File: src/sv/dcsp_pkg.sv
`timescale 1ns / 1ps

package dcsp_pkg;

   // segment geometry and counter sizing
   localparam int SEGMENT_PIXELS = 6;
   localparam int MAX_ORDER      = 20;
   localparam int COORD_BITS     = 24;

   localparam int IDX_BITS   = MAX_ORDER + 1;
   localparam int T_BITS     = (SEGMENT_PIXELS > 1) ? $clog2(SEGMENT_PIXELS) : 1;
   localparam int PIX_BITS   = 12;
   localparam int ORDER_BITS = 5;
   localparam int HEAD_BITS  = 2;
   localparam int CSR_IDX_BITS  = 3;
   localparam int CSR_DATA_BITS = 12;

   // command queue between front and back
   localparam int QUEUE_DEPTH = 2;
   localparam int QPTR_BITS   = (QUEUE_DEPTH > 1) ? $clog2(QUEUE_DEPTH) : 1;
   localparam int QCNT_BITS   = $clog2(QUEUE_DEPTH + 1);

   // headings
   localparam logic [HEAD_BITS-1:0] HEAD_UP    = 2'd0;
   localparam logic [HEAD_BITS-1:0] HEAD_RIGHT = 2'd1;
   localparam logic [HEAD_BITS-1:0] HEAD_DOWN  = 2'd2;
   localparam logic [HEAD_BITS-1:0] HEAD_LEFT  = 2'd3;

   // register indexes
   localparam logic [CSR_IDX_BITS-1:0] CSR_CURVE_ORDER   = 3'd0;
   localparam logic [CSR_IDX_BITS-1:0] CSR_START_HEADING = 3'd1;
   localparam logic [CSR_IDX_BITS-1:0] CSR_START_X       = 3'd2;
   localparam logic [CSR_IDX_BITS-1:0] CSR_START_Y       = 3'd3;
   localparam logic [CSR_IDX_BITS-1:0] CSR_IMAGE_WIDTH   = 3'd4;
   localparam logic [CSR_IDX_BITS-1:0] CSR_IMAGE_HEIGHT  = 3'd5;

   // register reset values
   localparam logic [ORDER_BITS-1:0] RST_CURVE_ORDER   = 5'd10;
   localparam logic [HEAD_BITS-1:0]  RST_START_HEADING = HEAD_UP;
   localparam logic [PIX_BITS-1:0]   RST_START_X       = 12'd960;
   localparam logic [PIX_BITS-1:0]   RST_START_Y       = 12'd540;
   localparam logic [PIX_BITS-1:0]   RST_IMAGE_WIDTH   = 12'd1920;
   localparam logic [PIX_BITS-1:0]   RST_IMAGE_HEIGHT  = 12'd1080;

   typedef struct packed {
      logic [ORDER_BITS-1:0] curve_order;
      logic [HEAD_BITS-1:0]  start_heading;
      logic [PIX_BITS-1:0]   start_x;
      logic [PIX_BITS-1:0]   start_y;
      logic [PIX_BITS-1:0]   image_width;
      logic [PIX_BITS-1:0]   image_height;
   } cfg_type;

   // one segment to draw, or a done marker
   typedef struct packed {
      logic                         done;
      logic [HEAD_BITS-1:0]         heading;
      logic signed [COORD_BITS-1:0] pen_x;
      logic signed [COORD_BITS-1:0] pen_y;
   } cmd_type;

   // saturate a one-bit-wider sum to the signed coordinate range
   function automatic logic signed [COORD_BITS-1:0] clamp_coord(
      input logic signed [COORD_BITS:0] v);
      logic signed [COORD_BITS-1:0] r;
      if (v[COORD_BITS] != v[COORD_BITS-1]) begin
         r = v[COORD_BITS] ? {1'b1, {(COORD_BITS-1){1'b0}}}
                           : {1'b0, {(COORD_BITS-1){1'b1}}};
      end else begin
         r = v[COORD_BITS-1:0];
      end
      return r;
   endfunction

   // zero-extend a pixel-sized value to a signed coordinate
   function automatic logic signed [COORD_BITS-1:0] pix_to_coord(
      input logic [PIX_BITS-1:0] v);
      return $signed({{(COORD_BITS-PIX_BITS){1'b0}}, v});
   endfunction

endpackage

File: src/sv/dcsp_front.sv
`timescale 1ns / 1ps

module dcsp_front (
   input  logic               clock,
   input  logic               reset,
   input  dcsp_pkg::cfg_type  cfg,
   input  logic               req_valid,
   output logic               req_ready,
   input  logic               req_restart,
   input  logic               queue_full,
   output logic               push,
   output dcsp_pkg::cmd_type  push_cmd
);

   logic [dcsp_pkg::IDX_BITS-1:0]          idx_ff, idx_in;
   logic [dcsp_pkg::HEAD_BITS-1:0]         head_ff, head_in;
   logic signed [dcsp_pkg::COORD_BITS-1:0] pen_x_ff, pen_x_in;
   logic signed [dcsp_pkg::COORD_BITS-1:0] pen_y_ff, pen_y_in;

   logic [dcsp_pkg::IDX_BITS-1:0]          base_idx, low_bit, total;
   logic [dcsp_pkg::HEAD_BITS-1:0]         base_head, new_head;
   logic signed [dcsp_pkg::COORD_BITS-1:0] base_x, base_y;
   logic signed [dcsp_pkg::COORD_BITS:0]   sum_x, sum_y;
   logic signed [dcsp_pkg::COORD_BITS:0]   step;
   logic [dcsp_pkg::ORDER_BITS-1:0]        order_eff;
   logic                                   done, turn_right;

   assign req_ready = !queue_full;
   assign push      = req_valid && req_ready;
   assign step      = (dcsp_pkg::COORD_BITS+1)'(dcsp_pkg::SEGMENT_PIXELS);

   // restart reloads the pen before this segment
   always_comb begin
      base_idx  = req_restart ? '0 : idx_ff;
      base_head = req_restart ? cfg.start_heading : head_ff;
      base_x    = req_restart ? dcsp_pkg::pix_to_coord(cfg.start_x) : pen_x_ff;
      base_y    = req_restart ? dcsp_pkg::pix_to_coord(cfg.start_y) : pen_y_ff;
   end

   // curve length check
   always_comb begin
      order_eff = (cfg.curve_order > dcsp_pkg::ORDER_BITS'(dcsp_pkg::MAX_ORDER))
                ? dcsp_pkg::ORDER_BITS'(dcsp_pkg::MAX_ORDER) : cfg.curve_order;
      total = dcsp_pkg::IDX_BITS'(1) << order_eff;
      done  = base_idx >= total;
   end

   // turn: look at the bit just above the lowest set bit
   always_comb begin
      low_bit    = base_idx & (~base_idx + dcsp_pkg::IDX_BITS'(1));
      turn_right = |((low_bit << 1) & base_idx);
      if (base_idx == '0) begin
         new_head = base_head;
      end else if (turn_right) begin
         new_head = base_head + dcsp_pkg::HEAD_BITS'(1);
      end else begin
         new_head = base_head - dcsp_pkg::HEAD_BITS'(1);
      end
   end

   // pen after the whole segment (left/up increase)
   always_comb begin
      sum_x = {base_x[dcsp_pkg::COORD_BITS-1], base_x};
      sum_y = {base_y[dcsp_pkg::COORD_BITS-1], base_y};
      unique case (new_head)
         dcsp_pkg::HEAD_UP:    sum_y = sum_y + step;
         dcsp_pkg::HEAD_RIGHT: sum_x = sum_x - step;
         dcsp_pkg::HEAD_DOWN:  sum_y = sum_y - step;
         default:              sum_x = sum_x + step;
      endcase
   end

   assign push_cmd = '{done: done, heading: new_head, pen_x: base_x, pen_y: base_y};

   // state update on an accepted word
   always_comb begin
      idx_in   = idx_ff;
      head_in  = head_ff;
      pen_x_in = pen_x_ff;
      pen_y_in = pen_y_ff;
      if (push) begin
         if (done) begin
            idx_in   = base_idx;
            head_in  = base_head;
            pen_x_in = base_x;
            pen_y_in = base_y;
         end else begin
            idx_in   = base_idx + dcsp_pkg::IDX_BITS'(1);
            head_in  = new_head;
            pen_x_in = dcsp_pkg::clamp_coord(sum_x);
            pen_y_in = dcsp_pkg::clamp_coord(sum_y);
         end
      end
   end

   always_ff @(posedge clock) begin
      if (reset) begin
         idx_ff   <= '0;
         head_ff  <= dcsp_pkg::RST_START_HEADING;
         pen_x_ff <= dcsp_pkg::pix_to_coord(dcsp_pkg::RST_START_X);
         pen_y_ff <= dcsp_pkg::pix_to_coord(dcsp_pkg::RST_START_Y);
      end else begin
         idx_ff   <= idx_in;
         head_ff  <= head_in;
         pen_x_ff <= pen_x_in;
         pen_y_ff <= pen_y_in;
      end
   end

endmodule

File: src/sv/dcsp_queue.sv
`timescale 1ns / 1ps

module dcsp_queue (
   input  logic               clock,
   input  logic               reset,
   input  logic               push,
   input  dcsp_pkg::cmd_type  push_cmd,
   output logic               full,
   input  logic               pop,
   output logic               head_valid,
   output dcsp_pkg::cmd_type  head_cmd
);

   dcsp_pkg::cmd_type                entry_ff [dcsp_pkg::QUEUE_DEPTH];
   logic [dcsp_pkg::QPTR_BITS-1:0]   wr_ptr_ff, wr_ptr_in;
   logic [dcsp_pkg::QPTR_BITS-1:0]   rd_ptr_ff, rd_ptr_in;
   logic [dcsp_pkg::QCNT_BITS-1:0]   count_ff, count_in;

   localparam logic [dcsp_pkg::QPTR_BITS-1:0] LAST_PTR =
      dcsp_pkg::QPTR_BITS'(dcsp_pkg::QUEUE_DEPTH - 1);

   assign full       = count_ff == dcsp_pkg::QCNT_BITS'(dcsp_pkg::QUEUE_DEPTH);
   assign head_valid = count_ff != '0;
   assign head_cmd   = entry_ff[rd_ptr_ff];

   // pointer and fill count
   always_comb begin
      wr_ptr_in = wr_ptr_ff;
      rd_ptr_in = rd_ptr_ff;
      count_in  = count_ff;
      if (push) begin
         wr_ptr_in = (wr_ptr_ff == LAST_PTR) ? '0 : wr_ptr_ff + dcsp_pkg::QPTR_BITS'(1);
      end
      if (pop) begin
         rd_ptr_in = (rd_ptr_ff == LAST_PTR) ? '0 : rd_ptr_ff + dcsp_pkg::QPTR_BITS'(1);
      end
      if (push && !pop) begin
         count_in = count_ff + dcsp_pkg::QCNT_BITS'(1);
      end else if (pop && !push) begin
         count_in = count_ff - dcsp_pkg::QCNT_BITS'(1);
      end
   end

   always_ff @(posedge clock) begin
      if (reset) begin
         wr_ptr_ff <= '0;
         rd_ptr_ff <= '0;
         count_ff  <= '0;
      end else begin
         wr_ptr_ff <= wr_ptr_in;
         rd_ptr_ff <= rd_ptr_in;
         count_ff  <= count_in;
      end
   end

   // entry storage
   always_ff @(posedge clock) begin
      if (push) begin
         entry_ff[wr_ptr_ff] <= push_cmd;
      end
   end

endmodule

File: src/sv/dcsp_back.sv
`timescale 1ns / 1ps

module dcsp_back (
   input  logic                           clock,
   input  logic                           reset,
   input  dcsp_pkg::cfg_type              cfg,
   input  logic                           head_valid,
   input  dcsp_pkg::cmd_type              head_cmd,
   output logic                           pop,
   output logic                           rsp_valid,
   input  logic                           rsp_ready,
   output logic [dcsp_pkg::PIX_BITS-1:0]  rsp_pixel_x,
   output logic [dcsp_pkg::PIX_BITS-1:0]  rsp_pixel_y,
   output logic                           rsp_on_image,
   output logic                           rsp_last,
   output logic                           rsp_done_res
);

   localparam logic [dcsp_pkg::T_BITS-1:0] LAST_T =
      dcsp_pkg::T_BITS'(dcsp_pkg::SEGMENT_PIXELS - 1);

   logic [dcsp_pkg::T_BITS-1:0]            t_ff, t_in;
   logic                                   valid_ff, valid_in;
   logic [dcsp_pkg::PIX_BITS-1:0]          px_ff, py_ff;
   logic                                   on_ff, last_ff, done_ff;

   logic                                   load, seg_end, on;
   logic signed [dcsp_pkg::COORD_BITS:0]   sum_x, sum_y, offs;
   logic signed [dcsp_pkg::COORD_BITS-1:0] px, py;

   assign load    = head_valid && (!valid_ff || rsp_ready);
   assign seg_end = head_cmd.done || (t_ff == LAST_T);
   assign pop     = load && seg_end;
   assign offs    = $signed({{(dcsp_pkg::COORD_BITS+1-dcsp_pkg::T_BITS){1'b0}}, t_ff});

   // pixel t steps along the heading
   always_comb begin
      sum_x = {head_cmd.pen_x[dcsp_pkg::COORD_BITS-1], head_cmd.pen_x};
      sum_y = {head_cmd.pen_y[dcsp_pkg::COORD_BITS-1], head_cmd.pen_y};
      unique case (head_cmd.heading)
         dcsp_pkg::HEAD_UP:    sum_y = sum_y + offs;
         dcsp_pkg::HEAD_RIGHT: sum_x = sum_x - offs;
         dcsp_pkg::HEAD_DOWN:  sum_y = sum_y - offs;
         default:              sum_x = sum_x + offs;
      endcase
      px = dcsp_pkg::clamp_coord(sum_x);
      py = dcsp_pkg::clamp_coord(sum_y);
      on = (px > 0) && (py > 0)
        && (px < dcsp_pkg::pix_to_coord(cfg.image_width))
        && (py < dcsp_pkg::pix_to_coord(cfg.image_height))
        && !head_cmd.done;
   end

   // pixel counter and output word valid
   always_comb begin
      t_in     = t_ff;
      valid_in = valid_ff;
      if (rsp_ready) begin
         valid_in = 1'b0;
      end
      if (load) begin
         valid_in = 1'b1;
         t_in     = seg_end ? '0 : t_ff + dcsp_pkg::T_BITS'(1);
      end
   end

   always_ff @(posedge clock) begin
      if (reset) begin
         t_ff     <= '0;
         valid_ff <= 1'b0;
      end else begin
         t_ff     <= t_in;
         valid_ff <= valid_in;
      end
   end

   // output word register
   always_ff @(posedge clock) begin
      if (load) begin
         px_ff   <= on ? px[dcsp_pkg::PIX_BITS-1:0] : '0;
         py_ff   <= on ? py[dcsp_pkg::PIX_BITS-1:0] : '0;
         on_ff   <= on;
         last_ff <= seg_end;
         done_ff <= head_cmd.done;
      end
   end

   assign rsp_valid    = valid_ff;
   assign rsp_pixel_x  = px_ff;
   assign rsp_pixel_y  = py_ff;
   assign rsp_on_image = on_ff;
   assign rsp_last     = last_ff;
   assign rsp_done_res = done_ff;

endmodule

File: src/sv/dragon_curve_segment_plotter_top.sv
`timescale 1ns / 1ps
// An accepted word enters the command queue; its result words then leave through the
// back end's output register. A segment word yields six pixel words, a done word one,
// emitted one pixel per cycle unless rsp_ready stalls the back end. A two-entry
// command queue lets the front accept new words while the back end is still drawing.
// Reset: synchronous, active high; registers return to their defaults and the pen,
// heading and segment counter reload from those defaults.

module dragon_curve_segment_plotter_top (
   input  logic                                clock,
   input  logic                                reset,
   input  logic                                csr_wr_en,
   input  logic [dcsp_pkg::CSR_IDX_BITS-1:0]   csr_index,
   input  logic [dcsp_pkg::CSR_DATA_BITS-1:0]  csr_wdata,
   input  logic                                req_valid,
   output logic                                req_ready,
   input  logic                                req_restart,
   output logic                                rsp_valid,
   input  logic                                rsp_ready,
   output logic [dcsp_pkg::PIX_BITS-1:0]       rsp_pixel_x,
   output logic [dcsp_pkg::PIX_BITS-1:0]       rsp_pixel_y,
   output logic                                rsp_on_image,
   output logic                                rsp_last,
   output logic                                rsp_done_res
);

   dcsp_pkg::cfg_type cfg_ff, cfg_in;
   dcsp_pkg::cmd_type push_cmd, head_cmd;
   logic              push, pop, queue_full, head_valid;

   // configuration registers
   always_comb begin
      cfg_in = cfg_ff;
      if (csr_wr_en) begin
         unique case (csr_index)
            dcsp_pkg::CSR_CURVE_ORDER:
               cfg_in.curve_order = csr_wdata[dcsp_pkg::ORDER_BITS-1:0];
            dcsp_pkg::CSR_START_HEADING:
               cfg_in.start_heading = csr_wdata[dcsp_pkg::HEAD_BITS-1:0];
            dcsp_pkg::CSR_START_X:      cfg_in.start_x      = csr_wdata;
            dcsp_pkg::CSR_START_Y:      cfg_in.start_y      = csr_wdata;
            dcsp_pkg::CSR_IMAGE_WIDTH:  cfg_in.image_width  = csr_wdata;
            dcsp_pkg::CSR_IMAGE_HEIGHT: cfg_in.image_height = csr_wdata;
            default: ;
         endcase
      end
   end

   always_ff @(posedge clock) begin
      if (reset) begin
         cfg_ff <= '{curve_order:   dcsp_pkg::RST_CURVE_ORDER,
                     start_heading: dcsp_pkg::RST_START_HEADING,
                     start_x:       dcsp_pkg::RST_START_X,
                     start_y:       dcsp_pkg::RST_START_Y,
                     image_width:   dcsp_pkg::RST_IMAGE_WIDTH,
                     image_height:  dcsp_pkg::RST_IMAGE_HEIGHT};
      end else begin
         cfg_ff <= cfg_in;
      end
   end

   // front: accept words, track the curve, build segment commands
   dcsp_front u_front (
      .clock       (clock),
      .reset       (reset),
      .cfg         (cfg_ff),
      .req_valid   (req_valid),
      .req_ready   (req_ready),
      .req_restart (req_restart),
      .queue_full  (queue_full),
      .push        (push),
      .push_cmd    (push_cmd)
   );

   dcsp_queue u_queue (
      .clock      (clock),
      .reset      (reset),
      .push       (push),
      .push_cmd   (push_cmd),
      .full       (queue_full),
      .pop        (pop),
      .head_valid (head_valid),
      .head_cmd   (head_cmd)
   );

   // back: one pixel word per cycle unless rsp_ready stalls it
   dcsp_back u_back (
      .clock        (clock),
      .reset        (reset),
      .cfg          (cfg_ff),
      .head_valid   (head_valid),
      .head_cmd     (head_cmd),
      .pop          (pop),
      .rsp_valid    (rsp_valid),
      .rsp_ready    (rsp_ready),
      .rsp_pixel_x  (rsp_pixel_x),
      .rsp_pixel_y  (rsp_pixel_y),
      .rsp_on_image (rsp_on_image),
      .rsp_last     (rsp_last),
      .rsp_done_res (rsp_done_res)
   );

endmodule

File: config.mk
export PLATFORM = sky130hd
export DESIGN_NAME = dragon_curve_segment_plotter_top
export DESIGN_NICKNAME = d
export VERILOG_FILES = /design/src/sv/dcsp_pkg.sv /design/src/sv/dcsp_front.sv /design/src/sv/dcsp_queue.sv /design/src/sv/dcsp_back.sv /design/src/sv/dragon_curve_segment_plotter_top.sv
export SDC_FILE = /design/constraint.sdc
export NUM_CORES = 1
export LEC_CHECK = 0
export CAP_MARGIN = 20
export CORE_MARGIN = 10
export CORE_UTILIZATION = 35
export DETAILED_ROUTE_END_ITERATION = 8
export DONT_BUFFER_PORTS = 1
export GPL_TIMING_DRIVEN = 1
export REMOVE_ABC_BUFFERS = 1
export SYNTH_ARGS = -nofsm -noshare
export SYNTH_HDL_FRONTEND = slang
export SYNTH_HIERARCHICAL = 1
export SYNTH_SLANG_ARGS = --single-unit
File: constraint.sdc
create_clock -name clock -period 9.9 [get_ports clock]
set_input_delay 0.99 -clock clock [delete_from_list [all_inputs] [get_ports clock]]
set_output_delay 0.99 -clock clock [all_outputs]
set_load 0.02 [all_outputs]
==> impl_metrics.toml <==
[run_status]
run_status = "complete, no violations"

[route]
via_per_inst = 5.906
antenna_left = 0
drt-wirelength-per-cell_um = 20.05
drc = 0
drt_iter0_drc = 1777
routed_wl_mm = 61.70
drt_pass1_iterations = 6
via_count = 18170

[synth]
yosys.area.top_type = "edfxtp_1"
synth_largest_type_area_fraction = 0.1931
synth_cell_types = 115
syn_area_per_cell_um2 = 8.459
seq_area_frac_synth = 0.3277
synthArstFlopShare = 0
synthesis.area_um2 = 20070
synth_edf_count = 129
synth_flop_cell = "dfxtp_1"
synthCells = 2372
ys_warn_count = 6
synth_area_leaders = "edfxtp_1 19%, dfxtp_1 13%, ha_1 6.4%, mux2i_1 4.7%, nor2_1 4.5%"
synth_seq_cells = 264

[timing]
fmax_ghz = 0.1285
finalHoldViolCount = 0
min_period_over_period = 0.7859
slew_violations = 0
worst_slew_pin_slew_ps = 1038
finalHoldWorstSlack_ps = 462.9
setup_tns_ps = 0
fin_worst_skew_ps = 12.93
finalSetupViolations = 0
rsz0062_at_grt = "no"
slew_headroom = 0.3039
finalCriticalPeriod_ps = 7781

[clocking]
cts.sinks = 264
clk_pin_slew_ps = 70
cts_resized = 0
cts_tree = "done"
cts.path.max_buffers = 3
root_buffer = "clkbuf_16"
htreeDepth = 1
insertion_delay_ps = 580
cts_made_buffers = 29
holdBufCountCts = 0
cts_setup_buffers = 0

[layout]
num-fill-cells = 5689
final_util = 0.3813
multiInputGateArea_um2 = 12550
fin_cells = 3077
regArea_um2 = 6578
insertedDiodeCount = 0
area_delta_synth_final_pct = 7.551
final_common_cell = "nor2_1"
final_cell_mix = "239 x nor2_1, 225 x nand2_1, 134 x dfxtp_1"
drive_gt1_frac = 0.08832
finalNetCount = 2424

[critical_path]
cp.required_ps = 10310
slowest_delay_ps = 740
crit_path_cell_trace = "mux2_2, buf_4, nand2b_1, nand2b_1, ha_1, and3_1, a21oi_1, o211ai_1, a2111oi_0, nor3b_2, maj3_1, mux2_2, ha_1, a211oi_1, nor4_1, nor4_1, nand4_1, nor3_1, o2111ai_2, nor4_2, o2111ai_2, buf_6, a311oi_2"
endpoint = "u_back/rsp_pixel_x[0]"
worstSetupPathType = "reg -> reg"
r2r_cells = 23
end_kind = "flip-flop"
r2r-end = "u_back/rsp_pixel_x[0]"
r2r_setup_slack_ps = 2120
cpMaxStageDelayCell = "dfxtp_2"
critPathMaxFanout = 60
cp.arrival_ps = 8190
cp-start-kind = "flip-flop"

[grt]
grt_max_degree = 156
gr-max-usage-layer = "met2"
overflow = 0
use_met2 = 0.2698
grt_pass1_vias = 16850
antenna_found_initial = 0
use_met1 = 0.2491
grtUsageMet3 = 0.02906
grt_first_pass_wirelength_mm = 95.67
grt_usage = 0.1746

[power_and_ir_drop]
fin_total_pwr_w = 0.006155
cellLeakagePower_nw = 8.170
vdd_ir_drop_max_v = 0.0001895
p_per_area_nw_per_um2 = 285.2

[placement]
dp_cells = 3021
portBuffers = 0
gp_congestion = 0.9434
dp_hpwl_mm = 45.20

[floorplan]
die_height_um = 259.4
std_cell_rows = 87
start_util = 0.3545
dieArea_um2 = 67310
io_pins = 50
core_um2 = 56600
fp.dieW_um = 259.4

[min_path]
hp-class = "reg -> reg"

[flow_run]
cap_violations = 0
[Yosys cell counts (8+ instances only)]
library cell,count
clkbuf_1,83
mux2_2,70
maj3_1,9
buf_2,28
ha_1,103
nor2b_1,54
nand2_1,225
o21ai_0,121
nor2_1,240
a21o_1,29
a31oi_1,26
or2_2,13
edfxtp_1,129
o31ai_1,15
nor3b_1,13
or3_1,23
o22ai_1,8
a211oi_1,21
nor4_1,38
nand2b_1,68
and3_1,32
nor3_1,65
xor2_1,12
a22oi_1,12
buf_1,8
o211ai_1,29
mux2i_1,95
nand3_1,65
nand4_1,43
a311oi_1,25
a211o_1,8
o21a_1,15
xnor2_1,35
o21bai_1,11
a21oi_1,129
dfxtp_1,135
and2_1,21
a21boi_0,11
inv_1,103
or4_1,9
[power by group]
part	switching, W	internal (W)	total (W)
Sequential	0.000152	0.00136	0.00151
Clock	0.000469	0.000577	0.00105
Combinational	0.00223	0.00136	0.00359
Total	0.00286	0.00330	0.00615
[per-stage QoR]
| stage | area, µm² | worst slack (ps) |
|---|---|---|
| 4_1_cts | 21540 | 1917 |
| 6_report | 21580 | 2119 |
| 3_5_place_dp | 20630 | 1694 |
| 3_3_place_gp | 20630 | 1742 |
| 2_1_floorplan | 19510 | 1713 |
| 5_1_grt | 21580 | 1607 |
[flip-flops by register name, indices dropped and copies added (netlist names), named ones only]
register and flops:
u_back/rsp_pixel_y 12, u_queue/entry_ff 102, u_front/head_ff 2, u_queue/count_ff 2
u_queue/rd_ptr_ff 1, u_front/pen_y_ff 24, u_front/idx_ff 21, u_front/pen_x_ff 24
u_queue/wr_ptr_ff 1, u_back/t_ff 3, u_back/rsp_pixel_x 12, u_back/rsp_last 1
u_back/rsp_valid 1, cfg_ff 55, u_back/rsp_on_image 1, u_back/rsp_done_res 1
[layout make-up]
cell class | count | share of cell area
multi-input combinational | 1875 | 0.5817
sequential | 264 | 0.3048
tap | 756 | 0.04383
clock buffer | 33 | 0.03479
inverter | 106 | 0.01844
timing repair buffer | 22 | 0.008755
clock inverter | 21 | 0.007653
[how the worst min path moves through the flow]
stage | startpoint | to | slack, ps | cells after the start
2_1_floorplan | u_front/pen_y_ff[1] | u_front/pen_y_ff[1] | 420 | 2
3_3_place_gp | u_front/pen_y_ff[1] | u_front/pen_y_ff[1] | 440 | 2
3_5_place_dp | u_front/pen_x_ff[15] | u_front/pen_x_ff[15] | 450 | 1
4_1_cts | u_front/pen_y_ff[1] | u_front/pen_y_ff[1] | 460 | 2
5_1_grt | reset | u_front/pen_y_ff[17] | 470 | 1
6_report | u_front/pen_y_ff[1] | u_front/pen_y_ff[1] | 460 | 2
[critical path, delay by kind of cell, from the launching register on]
kind,cells,cell delay [ps]
buffers and inverters,2,790
and+or+nand+nor,9,2220
muxes,2,570
AOI/OAI and AO/OA,7,2170
adders and majority gates,3,1100
DFF,1,740
[kinds of logic after synthesis]
family                   Yosys count  share of synthesized area
AND/OR/NAND/NOR                  961                     0.2432
AO/OA/AOI/OAI                    587                     0.2030
buffers and inverters            233                    0.04739
multiplexers                     166                    0.08736
adder cells (fa/ha/maj)          114                    0.07071
XOR/XNOR                          47                    0.02051
flip-flops                       264                     0.3277
[layer usage]
layer  share of wire  up-vias
met1            0.48     8728
met2            0.43      693
li1                -     8655
met5               0        -
met3           0.073       97
met4           0.022        0
Power figures use the tool's default switching activity.
